File: src/design/mtswd_pkg.sv
`default_nettype none
// ----------------------------------------------------------------------------
// mtswd_pkg
// Shared types and codes for the multi-task software watchdog.
// ----------------------------------------------------------------------------
package mtswd_pkg;

	localparam logic [1:0] FUNC_REGISTER   = 2'd0;
	localparam logic [1:0] FUNC_SIGN       = 2'd1;
	localparam logic [1:0] FUNC_UNREGISTER = 2'd2;
	localparam logic [1:0] FUNC_TICK       = 2'd3;

	localparam logic [1:0] STATUS_OK      = 2'd0;
	localparam logic [1:0] STATUS_DUP     = 2'd1;
	localparam logic [1:0] STATUS_FULL    = 2'd2;
	localparam logic [1:0] STATUS_BADSLOT = 2'd3;

	// register index as seen on the APB port (paddr[2])
	localparam logic REG_RELOAD = 1'b0;
	localparam logic REG_TPP    = 1'b1;

	localparam logic [3:0]  RELOAD_RST = 4'd5;
	localparam logic [15:0] TPP_RST    = 16'd60;

	typedef struct packed {
		logic [1:0]  func;
		logic [15:0] task_id;
		logic [3:0]  slot;
	} req_word_t;

	typedef struct packed {
		logic [1:0] status;
		logic [3:0] slot_out;
		logic [4:0] expired_count;
		logic       reset_request;
		logic       feed_pulse;
	} rsp_word_t;

endpackage
`default_nettype wire

File: src/design/multi_task_software_watchdog_core.sv
`default_nettype none
// ----------------------------------------------------------------------------
// multi_task_software_watchdog_core
// Table of task watchdog slots with register/sign/unregister/tick commands.
// ----------------------------------------------------------------------------
// Unregister, bad slot and a tick that does not end a period go straight to
// the finish state; sign reads and then updates its slot; register and a tick
// ending a period walk the table (one slot memory read per cycle, one read port).
// One word at a time: req_stall stays high until the result is registered.
// Reset clears all slot valid bits and the tick prescaler and loads the
// registers with 5 and 60; no clearing pass, slot memories are left as is.
module multi_task_software_watchdog_core #(
	parameter int SLOTS = 16
) (
	input  wire logic                  clk,
	input  wire logic                  arst_n,
	input  wire logic                  req_valid,
	output logic                       req_stall,
	input  wire mtswd_pkg::req_word_t  req,
	output logic                       rsp_valid,
	input  wire logic                  rsp_stall,
	output mtswd_pkg::rsp_word_t       rsp,
	input  wire logic                  psel,
	input  wire logic                  penable,
	input  wire logic                  pwrite,
	input  wire logic [2:0]            paddr,
	input  wire logic [31:0]           pwdata,
	output logic [31:0]                prdata,
	output logic                       pready
);
	import mtswd_pkg::*;

	localparam int SW = (SLOTS > 1) ? $clog2(SLOTS) : 1;
	localparam int EW = $clog2(SLOTS + 1);
	localparam logic [SW-1:0] LAST = SW'(SLOTS - 1);

	localparam logic [2:0] ST_IDLE    = 3'd0;
	localparam logic [2:0] ST_SCAN    = 3'd1;
	localparam logic [2:0] ST_SIGN_RD = 3'd2;
	localparam logic [2:0] ST_SIGN_WR = 3'd3;
	localparam logic [2:0] ST_TICK    = 3'd4;
	localparam logic [2:0] ST_FIN     = 3'd5;

	// configuration
	logic [3:0]  reload_q;
	logic [15:0] tpp_q;

	// control
	logic [2:0]      state_q;
	logic [SLOTS-1:0] valid_q;
	logic [15:0]     prescale_q;
	logic [SW-1:0]   idx_q;
	logic            iss_q;
	logic            vld_s1;
	logic [SW-1:0]   idx_s1;

	// per-command work registers
	logic [15:0]   task_q;
	logic [SW-1:0] slot_q;
	logic          dup_q;
	logic          found_q;
	logic [SW-1:0] free_q;
	logic [EW-1:0] exp_q;
	rsp_word_t     res_q;
	rsp_word_t     out_q;
	logic          out_valid_q;

	// slot memories
	logic [15:0] task_mem [SLOTS];
	logic [4:0]  cnt_mem  [SLOTS];
	logic [15:0] rd_task_q;
	logic [4:0]  rd_cnt_q;
	logic [SW-1:0] rd_addr;

	logic          task_we;
	logic [SW-1:0] task_wa;
	logic          cnt_we;
	logic [SW-1:0] cnt_wa;
	logic [4:0]    cnt_wd;

	// decode
	logic          accept;
	logic [8:0]    slot_w;
	logic [SW-1:0] slot_idx;
	logic          slot_live;
	logic [16:0]   pre_inc;
	logic          period_end;
	logic          cfg_wr;

	// walk datapath
	logic          v_cur;
	logic          walk_last;
	logic          dup_n;
	logic          found_n;
	logic [SW-1:0] free_n;
	logic [4:0]    dec_cnt;
	logic          hit;
	logic [EW-1:0] exp_n;
	logic [8:0]    free_w;
	logic [8:0]    exp_w;
	logic          out_free;

	assign accept     = req_valid && !req_stall;
	assign req_stall  = (state_q != ST_IDLE);
	assign slot_w     = 9'(req.slot);
	assign slot_idx   = slot_w[SW-1:0];
	assign slot_live  = (slot_w < 9'(SLOTS)) && valid_q[slot_idx];
	assign pre_inc    = {1'b0, prescale_q} + 17'd1;
	assign period_end = (pre_inc >= {1'b0, tpp_q});
	assign cfg_wr     = psel && penable && pwrite && pready;
	assign out_free   = !out_valid_q || !rsp_stall;

	assign v_cur     = valid_q[idx_s1];
	assign walk_last = vld_s1 && (idx_s1 == LAST);
	assign dup_n     = dup_q || (v_cur && (rd_task_q == task_q));
	assign found_n   = found_q || !v_cur;
	assign free_n    = (!found_q && !v_cur) ? idx_s1 : free_q;
	assign dec_cnt   = rd_cnt_q[4] ? rd_cnt_q : (rd_cnt_q - 5'd1);
	assign hit       = v_cur && (dec_cnt == 5'd0);
	assign exp_n     = exp_q + EW'(hit);
	assign free_w    = 9'(free_n);
	assign exp_w     = 9'(exp_n);

	assign rd_addr = (state_q == ST_SIGN_RD) ? slot_q : idx_q;

	always_comb begin
		task_we = 1'b0;
		task_wa = free_n;
		cnt_we  = 1'b0;
		cnt_wa  = idx_s1;
		cnt_wd  = dec_cnt;
		case (state_q)
			ST_SCAN: begin
				if (walk_last && !dup_n && found_n) begin
					task_we = 1'b1;
					cnt_we  = 1'b1;
					cnt_wa  = free_n;
					cnt_wd  = {1'b0, reload_q};
				end
			end
			ST_SIGN_WR: begin
				cnt_wa = slot_q;
				cnt_wd = {1'b0, reload_q};
				cnt_we = !rd_cnt_q[4] && (rd_cnt_q != 5'd0);
			end
			ST_TICK: begin
				cnt_we = vld_s1 && v_cur;
			end
			default: begin
			end
		endcase
	end

	always_ff @(posedge clk) begin
		if (task_we) begin
			task_mem[task_wa] <= task_q;
		end
		if (cnt_we) begin
			cnt_mem[cnt_wa] <= cnt_wd;
		end
		rd_task_q <= task_mem[rd_addr];
		rd_cnt_q  <= cnt_mem[rd_addr];
	end

	// APB registers
	always_ff @(posedge clk or negedge arst_n) begin
		if (!arst_n) begin
			reload_q <= RELOAD_RST;
			tpp_q    <= TPP_RST;
		end else if (cfg_wr) begin
			case (paddr[2])
				REG_RELOAD: reload_q <= pwdata[3:0];
				REG_TPP:    tpp_q    <= pwdata[15:0];
				default: begin
				end
			endcase
		end
	end

	always_comb begin
		case (paddr[2])
			REG_RELOAD: prdata = {28'd0, reload_q};
			REG_TPP:    prdata = {16'd0, tpp_q};
			default:    prdata = 32'd0;
		endcase
	end

	assign pready = 1'b1;

	// sequencer
	always_ff @(posedge clk or negedge arst_n) begin
		if (!arst_n) begin
			state_q     <= ST_IDLE;
			valid_q     <= '0;
			prescale_q  <= '0;
			idx_q       <= '0;
			iss_q       <= 1'b0;
			vld_s1      <= 1'b0;
			idx_s1      <= '0;
			out_valid_q <= 1'b0;
		end else begin
			vld_s1 <= iss_q;
			idx_s1 <= idx_q;
			if (iss_q) begin
				idx_q <= idx_q + SW'(1);
				if (idx_q == LAST) begin
					iss_q <= 1'b0;
				end
			end
			if (out_valid_q && !rsp_stall) begin
				out_valid_q <= 1'b0;
			end

			case (state_q)
				ST_IDLE: begin
					if (accept) begin
						state_q <= ST_FIN;
						case (req.func)
							FUNC_REGISTER: begin
								state_q <= ST_SCAN;
								idx_q   <= '0;
								iss_q   <= 1'b1;
							end
							FUNC_SIGN: begin
								if (slot_live) begin
									state_q <= ST_SIGN_RD;
								end
							end
							FUNC_UNREGISTER: begin
								if (slot_live) begin
									valid_q[slot_idx] <= 1'b0;
								end
							end
							default: begin
								if (period_end) begin
									prescale_q <= '0;
									state_q    <= ST_TICK;
									idx_q      <= '0;
									iss_q      <= 1'b1;
								end else begin
									prescale_q <= pre_inc[15:0];
								end
							end
						endcase
					end
				end
				ST_SCAN: begin
					if (walk_last) begin
						if (!dup_n && found_n) begin
							valid_q[free_n] <= 1'b1;
						end
						state_q <= ST_FIN;
					end
				end
				ST_SIGN_RD: begin
					state_q <= ST_SIGN_WR;
				end
				ST_SIGN_WR: begin
					state_q <= ST_FIN;
				end
				ST_TICK: begin
					if (walk_last) begin
						state_q <= ST_FIN;
					end
				end
				ST_FIN: begin
					if (out_free) begin
						out_valid_q <= 1'b1;
						state_q     <= ST_IDLE;
					end
				end
				default: begin
					state_q <= ST_IDLE;
				end
			endcase
		end
	end

	// work registers and result assembly
	always_ff @(posedge clk) begin
		if (state_q == ST_FIN && out_free) begin
			out_q <= res_q;
		end
		case (state_q)
			ST_IDLE: begin
				task_q  <= req.task_id;
				slot_q  <= slot_idx;
				dup_q   <= 1'b0;
				found_q <= 1'b0;
				free_q  <= '0;
				exp_q   <= '0;
				res_q   <= '0;
				case (req.func)
					FUNC_SIGN, FUNC_UNREGISTER: begin
						res_q.status <= slot_live ? STATUS_OK : STATUS_BADSLOT;
					end
					FUNC_TICK: begin
						res_q.feed_pulse <= 1'b1;
					end
					default: begin
					end
				endcase
			end
			ST_SCAN: begin
				if (vld_s1) begin
					dup_q   <= dup_n;
					found_q <= found_n;
					free_q  <= free_n;
				end
				if (walk_last) begin
					if (dup_n) begin
						res_q.status <= STATUS_DUP;
					end else if (!found_n) begin
						res_q.status <= STATUS_FULL;
					end else begin
						res_q.slot_out <= free_w[3:0];
					end
				end
			end
			ST_TICK: begin
				if (vld_s1) begin
					exp_q <= exp_n;
				end
				if (walk_last) begin
					res_q.expired_count <= exp_w[4:0];
					res_q.reset_request <= (exp_n != '0);
				end
			end
			default: begin
			end
		endcase
	end

	assign rsp_valid = out_valid_q;
	assign rsp       = out_q;

	// a result word only appears after the sequencer has finished
	a_rsp_from_fin: assert property (@(posedge clk) disable iff (!arst_n)
		$rose(rsp_valid) |-> $past(state_q == ST_FIN))
		else $error("result raised outside finish state");

	// the read pipeline only runs during a table walk
	a_walk_only: assert property (@(posedge clk) disable iff (!arst_n)
		vld_s1 |-> (state_q == ST_SCAN || state_q == ST_TICK))
		else $error("walk pipeline active outside a walk");

	// expiry is only reported on ticks
	a_expiry_on_tick: assert property (@(posedge clk) disable iff (!arst_n)
		(rsp_valid && !rsp.feed_pulse) |-> (rsp.expired_count == 5'd0 && !rsp.reset_request))
		else $error("expiry reported on a non-tick word");

	// only a successful register reports a slot
	a_slot_on_ok: assert property (@(posedge clk) disable iff (!arst_n)
		(rsp_valid && rsp.status != STATUS_OK) |-> (rsp.slot_out == 4'd0))
		else $error("slot reported with an error status");

endmodule
`default_nettype wire

File: config.mk
export PLATFORM = sky130hd
export DESIGN_NAME = multi_task_software_watchdog_core
export DESIGN_NICKNAME = d
export VERILOG_FILES = /design/src/design/mtswd_pkg.sv /design/src/design/multi_task_software_watchdog_core.sv
export SDC_FILE = /design/constraint.sdc
export NUM_CORES = 1
export LEC_CHECK = 0
export BUFFER_PORTS_ARGS = -buffer_cell sky130_fd_sc_hd__buf_2
export CAP_MARGIN = 20
export CELL_PAD_IN_SITES_DETAIL_PLACEMENT = 0
export CELL_PAD_IN_SITES_GLOBAL_PLACEMENT = 1
export CORE_ASPECT_RATIO = 0.7
export CORE_MARGIN = 5
export CORE_UTILIZATION = 30
export DETAILED_ROUTE_END_ITERATION = 8
export HOLD_SLACK_MARGIN = 0.08
export PLACE_DENSITY_LB_ADDON = 0.25
export SYNTH_ARGS = -nofsm -noshare
export SYNTH_HDL_FRONTEND = slang
export SYNTH_SLANG_ARGS = --single-unit
File: constraint.sdc
create_clock -name clk -period 3.9 [get_ports clk]
set_input_delay 0.39 -clock clk [delete_from_list [all_inputs] [get_ports clk]]
set_output_delay 0.39 -clock clk [all_outputs]
set_load 0.02 [all_outputs]
; ---- Word-level counts from Yosys, hierarchy flattened
; Memories as Yosys holds them, arrays and structs flattened. A register that Yosys moved wholly into a read port is not among the register bits.
; Cells that the tools add are included.
; Widths: inputs -> output; s select.
[word_totals]
in_bits = 64
mem_bits_rw = 336
reg_bits = 123
memories = 2
latch_bits = 0
mem_bits_ro = 0
[classes]
bitwise_logic = 5
n_shift = 0
reduce_logical = 48
muxes = 70
order_cmp = 7
eq_ne = 24
n_addsub = 4
multipliers = 0
div = 0
[memory_table]
columns = memory, depth, word_bits, rd, rd_clocked_by_memory_dff, wr, line_no
row1 = task_mem, 16, 16, 1, 1, 1, multi_task_software_watchdog_core.sv:69  ; logic [15:0] task_mem [SLOTS];
row2 = cnt_mem, 16, 5, 1, 1, 1, multi_task_software_watchdog_core.sv:70  ; logic [4:0] cnt_mem [SLOTS];
[ops]
columns = operator, count
row1 = $mux 16, 6
row2 = $pmux 32 s2, 1
row3 = $mux 4, 10
row4 = $pmux 16 s2, 1
row5 = $pmux 4 s2, 3
row6 = $pmux 6 s2, 2
row7 = $mux 1, 22
row8 = $lt 4x5->1 const B, 4
row9 = $ne 2x2->1 const B, 10
row10 = $pmux 5 s2, 2
row11 = $add 16x1->17 const B, 1
row12 = $ge 17x16->1, 1
row13 = $logic_and 1x1->1, 17
row14 = $and 16x16->16, 1
row15 = $eq 16x16->1, 1
row16 = $not 16->16, 1
row17 = $or 16x16->16, 1
row18 = $mux 5, 3
row19 = $pmux 3 s5, 1
row20 = $mux 3, 4
row21 = $mux 6, 2
row22 = $reduce_and 2->1, 5
row23 = $reduce_bool 5->1, 2
row24 = $pmux 3 s3, 1
row25 = 30 further kinds, 56

; ---- Longest topological paths before layout
[logic_depth]
ltp_word = 13
mapped_depth = 14

; ---- Least setup slack after synthesis
; OpenSTA, ideal clock, no wires.
[synth_timing]
path_type = register to register
startpoint = reg idx_s1[0]
endpoint = mem task_mem[4][0], enable pin
path_slack_ps = 728
required_time_ps = 3510
path_stages_with_launch = 9
arrival_ps = 2782
period_less_slack_ps = 3172
setup_time_ps = 390
cell_sequence = dfrtp_1 -> buf_2 -> mux4_2 -> mux2i_4 -> mux2i_2 -> a2111oi_4 -> buf_4 -> o21ai_1 -> nor2_1
[synth_via]
elab_chain_cells = 11
[synth_lines]
columns = element, line_no
row1 = from (decl), multi_task_software_watchdog_core.sv:55  ; logic [SW-1:0] idx_s1;
row2 = from (signal assigned), multi_task_software_watchdog_core.sv:203  ; idx_s1 <= idx_q;
row3 = $bmux 1 s4, multi_task_software_watchdog_core.sv:113  ; assign v_cur = valid_q[idx_s1];
row4 = $mux 1 (implied by the code), multi_task_software_watchdog_core.sv:113
row5 = $logic_and 1x1->1, multi_task_software_watchdog_core.sv:115  ; assign dup_n = dup_q || (v_cur && (rd_task_q == task_q));
row6 = $logic_or 1x1->1, multi_task_software_watchdog_core.sv:115
row7 = $logic_not 1->1, multi_task_software_watchdog_core.sv:134  ; if (walk_last && !dup_n && found_n) begin
row8 = $logic_and 1x1->1 (2 in series), multi_task_software_watchdog_core.sv:134
row9 = $mux 1, multi_task_software_watchdog_core.sv:134
row10 = $mux 1, multi_task_software_watchdog_core.sv:132  ; case (state_q)
row11 = $mux 1, multi_task_software_watchdog_core.sv:155  ; if (task_we) begin
row12 = $mux 1 (implied by the code), multi_task_software_watchdog_core.sv:156  ; task_mem[task_wa] <= task_q;
row13 = to (decl), multi_task_software_watchdog_core.sv:69
; Several ways; a longest one is shown, not always the timed one. The select of a mux whose other input is x is not followed.

; ---- Final worst setup path
[layout_timing]
startpoint = reg prescale_q[1]
endpoint = reg state_q[0]
[layout_via]
elab_chain_cells = 6
[layout_lines]
columns = element, line_no
row1 = from (decl), multi_task_software_watchdog_core.sv:51  ; logic [15:0] prescale_q;
row2 = from (signal assigned), multi_task_software_watchdog_core.sv:241  ; prescale_q <= pre_inc[15:0];
row3 = $add 16x1->17, multi_task_software_watchdog_core.sv:108  ; assign pre_inc = {1'b0, prescale_q} + 17'd1;
row4 = $ge 17x16->1, multi_task_software_watchdog_core.sv:109  ; assign period_end = (pre_inc >= {1'b0, tpp_q});
row5 = $mux 1, multi_task_software_watchdog_core.sv:235  ; if (period_end) begin
row6 = $pmux 3 s3, multi_task_software_watchdog_core.sv:218  ; case (req.func)
row7 = $mux 3, multi_task_software_watchdog_core.sv:216  ; if (accept) begin
row8 = $pmux 3 s5, multi_task_software_watchdog_core.sv:214  ; case (state_q)
row9 = to (signal assigned), multi_task_software_watchdog_core.sv:217  ; state_q <= ST_FIN;
row10 = to (signal assigned), multi_task_software_watchdog_core.sv:220  ; state_q <= ST_SCAN;
row11 = to (signal assigned), multi_task_software_watchdog_core.sv:237  ; state_q <= ST_TICK;
row12 = to (decl), multi_task_software_watchdog_core.sv:49  ; logic [2:0] state_q;
; No other way between the ends. The select of a mux whose other input is x is not followed.
; A chain may end at the register's enable or synchronous reset.

==> out/metrics.cfg <==
[status]
status=complete, no violations

[sta]
rsz_0062_raised_after_global_routing=false
max_slew.worst_pin.slew_ns=0.995
setup_tns_ns=0
fin_skew_ns=0.0251
final_hold_viol_count=0
post-route-period-util_pct=91.3
timing.final.crit_period_ns=3.56
layout_setup_ws_ns=0.339
slew_headroom_pct=32.2
final-setup-viol-count=0
fmax_mhz=281
number_of_slew_limit_violations_in_the_final_report=0

[critical_path]
rr_startpoint=prescale_q[1]$_DFFE_PN0P_
worstSetupStartpointType=flip-flop
worstReg2RegEnd=state_q[0]$_DFFE_PN0P_
crit_path_top_delay_cell=dfrtp_1
crit_end_element=flip-flop
crit_required_ns=4.41
path_class=reg -> reg
crit_path_cell_trace=ha_1 > nand3_1 > nor2_2 > xor2_1 > ha_1 > a21o_1 > a21oi_1 > nor2b_1 > a2111oi_1 > buf_4 > a31oi_1 > o221ai_1 > nand2_1 > buf_4 > a311oi_1
rr_worst_depth=15
critical-path-top-delay-family=compound AO/OA/AOI/OAI gates
worst-endpoint-arrival_ns=4.07
slowest_delay_ns=0.40
timing.critical_path.fanout_max=7
ff2ff_setup_slack_ns=0.34
critPathBufInv=2

[die]
die-height_um=226
fp.dieArea_sq_um=72000
core_area_sq_um=66200
fp.dieW_um=318
boundaryPins=112
fp-row-count=79
initial_utilization_pct=30.2

[global_route]
via_count_of_the_first_global_routing_pass=11400
global_route.overflow_total=0
grt_pass1_wl_um=71400
grt_antenna_before_repair=2
grt_start_max_net_pins=44
groute.usage.overall_pct=13.0

[pwr]
power_density_nw_per_um2=635
irDropWorstVdd_uv=387
p_leak_uw=0.00839
total_power_uw=15200

[yosys]
asyncSetResetFlopFracSynth_pct=13.8
synth_edf_count=393
ys_ff_latch=480
synth-main-ff-cell=edfxtp_1
synth_area_leader_cell=edfxtp_1
netlist_instances=1208
netlist_area_sq_um=20000
synthDominantCellAreaShare_pct=59.1
yosys_warnings=0
synth_sequential_area_ratio_pct=69.5
yosys-top-cells-area=edfxtp_1 (59%), mux4_2 (10%), dfrtp_1 (7.5%), dfxtp_1 (2.1%), nand2_1 (1.7%)
synth_cell_types=65
syn_avg_cell_area_sq_um=16.5

[detailed_routing]
first_iter_violations=713
finalWirelength_um=46800
drc_errors=0
detail-route-antenna-nets=0
routed_via_density=4.69
num_vias=10900
drt-pass1-iter-count=5
routedWlPerCell_um=20.2

[finish]
drive_above_1_share_pct=27.3
syn2layout_area_growth_pct=20.0
layout.cells.most_common=edfxtp_1
final_core_util_pct=36.2
antenna_cells_inserted=0
layout_common_cells=edfxtp_1 (393), mux4_2 (93), nand2_1 (91)
num-fill-cells=6254
layout.nets=1481

[placement]
place.port_buffers=76
dp_slack_ns=0.283
dpl.hpwl_um=29800
gp_routability_congestion=0.744

[min_path]
hold_path_class=in -> reg
min_from=req[2]
timing.hold.worst_path_depth=1
min_delay_worst_endpoint=slot_q[2]$_DFFE_PP_

[clock_network]
path_clk_slew_ns=0.06
worstSkewPairLatency_ns=0.62
cts-root-to-sink-buffers=3
h_tree_level_count=2
clock-sinks=480
tritoncts=done
cts_inserted_buffers=49
cts.root.buffer_cell=clkbuf_16

[job]
drv.max_cap_violation_count=0

## repair_timing
item,in CTS,in global routing
gates resized for setup,0,2
buffers inserted,0,0
endpoints found under the setup margin,0,7
endpoints found under the hold margin,80,0
hold buffers,35,0
## cell usage after synthesis, drive strengths merged, types with 3 or more instances
cell      n
dfxtp    21
mux2     28
nand2    92
o21ai    21
ha       26
xor2     11
a21oi    18
dfrtp    60
dfstp     6
mux2i    14
and3      6
o21a      5
buf      34
nor2b     8
and4      4
xnor2    29
a211oi   28
nand3    19
o22a     12
o32a      4
mux4     93
clkbuf   38
nor3b     4
nor4      3
nand4    11
nor3     10
a31oi    28
and2     37
nand2b   11
nor2     63
edfxtp  393
inv      32
or2       3
or3       3
a21o      3
o22ai     3
## flip-flops by register name, indices dropped and copies added (netlist names)
register,cells
iss_q,1
free_q,4
vld_s1,1
valid_q,16
rsp_valid,1
res_q,13
idx_q,4
idx_s1,4
cnt_mem,80
state_q,3
found_q,1
exp_q,5
rd_task_q,16
slot_q,4
task_mem,256
prescale_q,16
task_q,16
tpp_q,16
dup_q,1
rsp,13
reload_q,4
rd_cnt_q,5
## worst max-delay path by stage
| stage | from | to | slack, ns | depth (start not counted) |
|---|---|---|---|---|
| 3_5_place_dp | prescale_q[1]$_DFFE_PN0P_ | state_q[0]$_DFFE_PN0P_ | 0.28 | 14 |
| 6_report | prescale_q[1]$_DFFE_PN0P_ | state_q[0]$_DFFE_PN0P_ | 0.34 | 15 |
| 4_1_cts | prescale_q[1]$_DFFE_PN0P_ | state_q[0]$_DFFE_PN0P_ | 0.22 | 14 |
| 2_1_floorplan | idx_s1[0]$_DFF_PN0_ | task_mem[4][0]$_DFFE_PP_ | 0.73 | 8 |
| 3_3_place_gp | prescale_q[1]$_DFFE_PN0P_ | state_q[0]$_DFFE_PN0P_ | 0.28 | 15 |
| 5_1_grt | prescale_q[1]$_DFFE_PN0P_ | state_q[0]$_DFFE_PN0P_ | 0.04 | 15 |
## kinds of logic (layout without fill, tap and decap cells)
family          Yosys count  count (layout)  synth area share, %
mux                     135             135                 12.9
buf+inv                 104             313                 2.36
fa+ha+maj                26              26                 1.63
simple gates            278             278                 6.81
compound gates          143             143                 5.05
flops                   480             480                 69.5
other cells               2              17               0.0376
xor+xnor                 40              40                 1.75
## report_power, final
group	switching, uW	internal, uW
logic	2070	1540
registers	457	6550
clock network	1990	2610
## worst register-to-register path, cell delays in order, from the launching register on
cell and delay, ns:
dfrtp_1 0.40, ha_1 0.26, nand3_1 0.21, nor2_2 0.26
xor2_1 0.18, ha_1 0.26, a21o_1 0.18, a21oi_1 0.14
nor2b_1 0.07, a2111oi_1 0.37, buf_4 0.18, a31oi_1 0.08
o221ai_1 0.24, nand2_1 0.16, buf_4 0.21, a311oi_1 0.26
## final cells by class
cell class | instances | area [sq um] | area share (%)
Clock buffer | 73 | 1420 | 5.91
Timing Repair Buffer | 189 | 1510 | 6.28
Multi-Input combinational cell | 639 | 5780 | 24.1
Inverter | 32 | 120 | 0.501
Sequential cell | 480 | 13900 | 57.9
Tap cell | 891 | 1110 | 4.65
Clock inverter | 19 | 168 | 0.699
## per-layer routing
layer | GRT usage [%] | vias up | part of all wire, %
li1 | - | 5039 | -
met1 | 18.7 | 5615 | 48
met2 | 20.4 | 186 | 46
met3 | 2.60 | 63 | 4.4
met4 | 2.98 | 2 | 1.9
met5 | 0 | - | 0.028
## through the flow
stage	hold WS [ns]	instances	instance area, sq um
2_1_floorplan	0.0944	1223	20000
3_3_place_gp	0.408	2194	22000
3_5_place_dp	0.415	2194	22000
4_1_cts	0.0907	2321	24000
5_1_grt	0.110	2323	24000
6_report	0.135	2323	24000
Power figures use the tool's default switching activity.
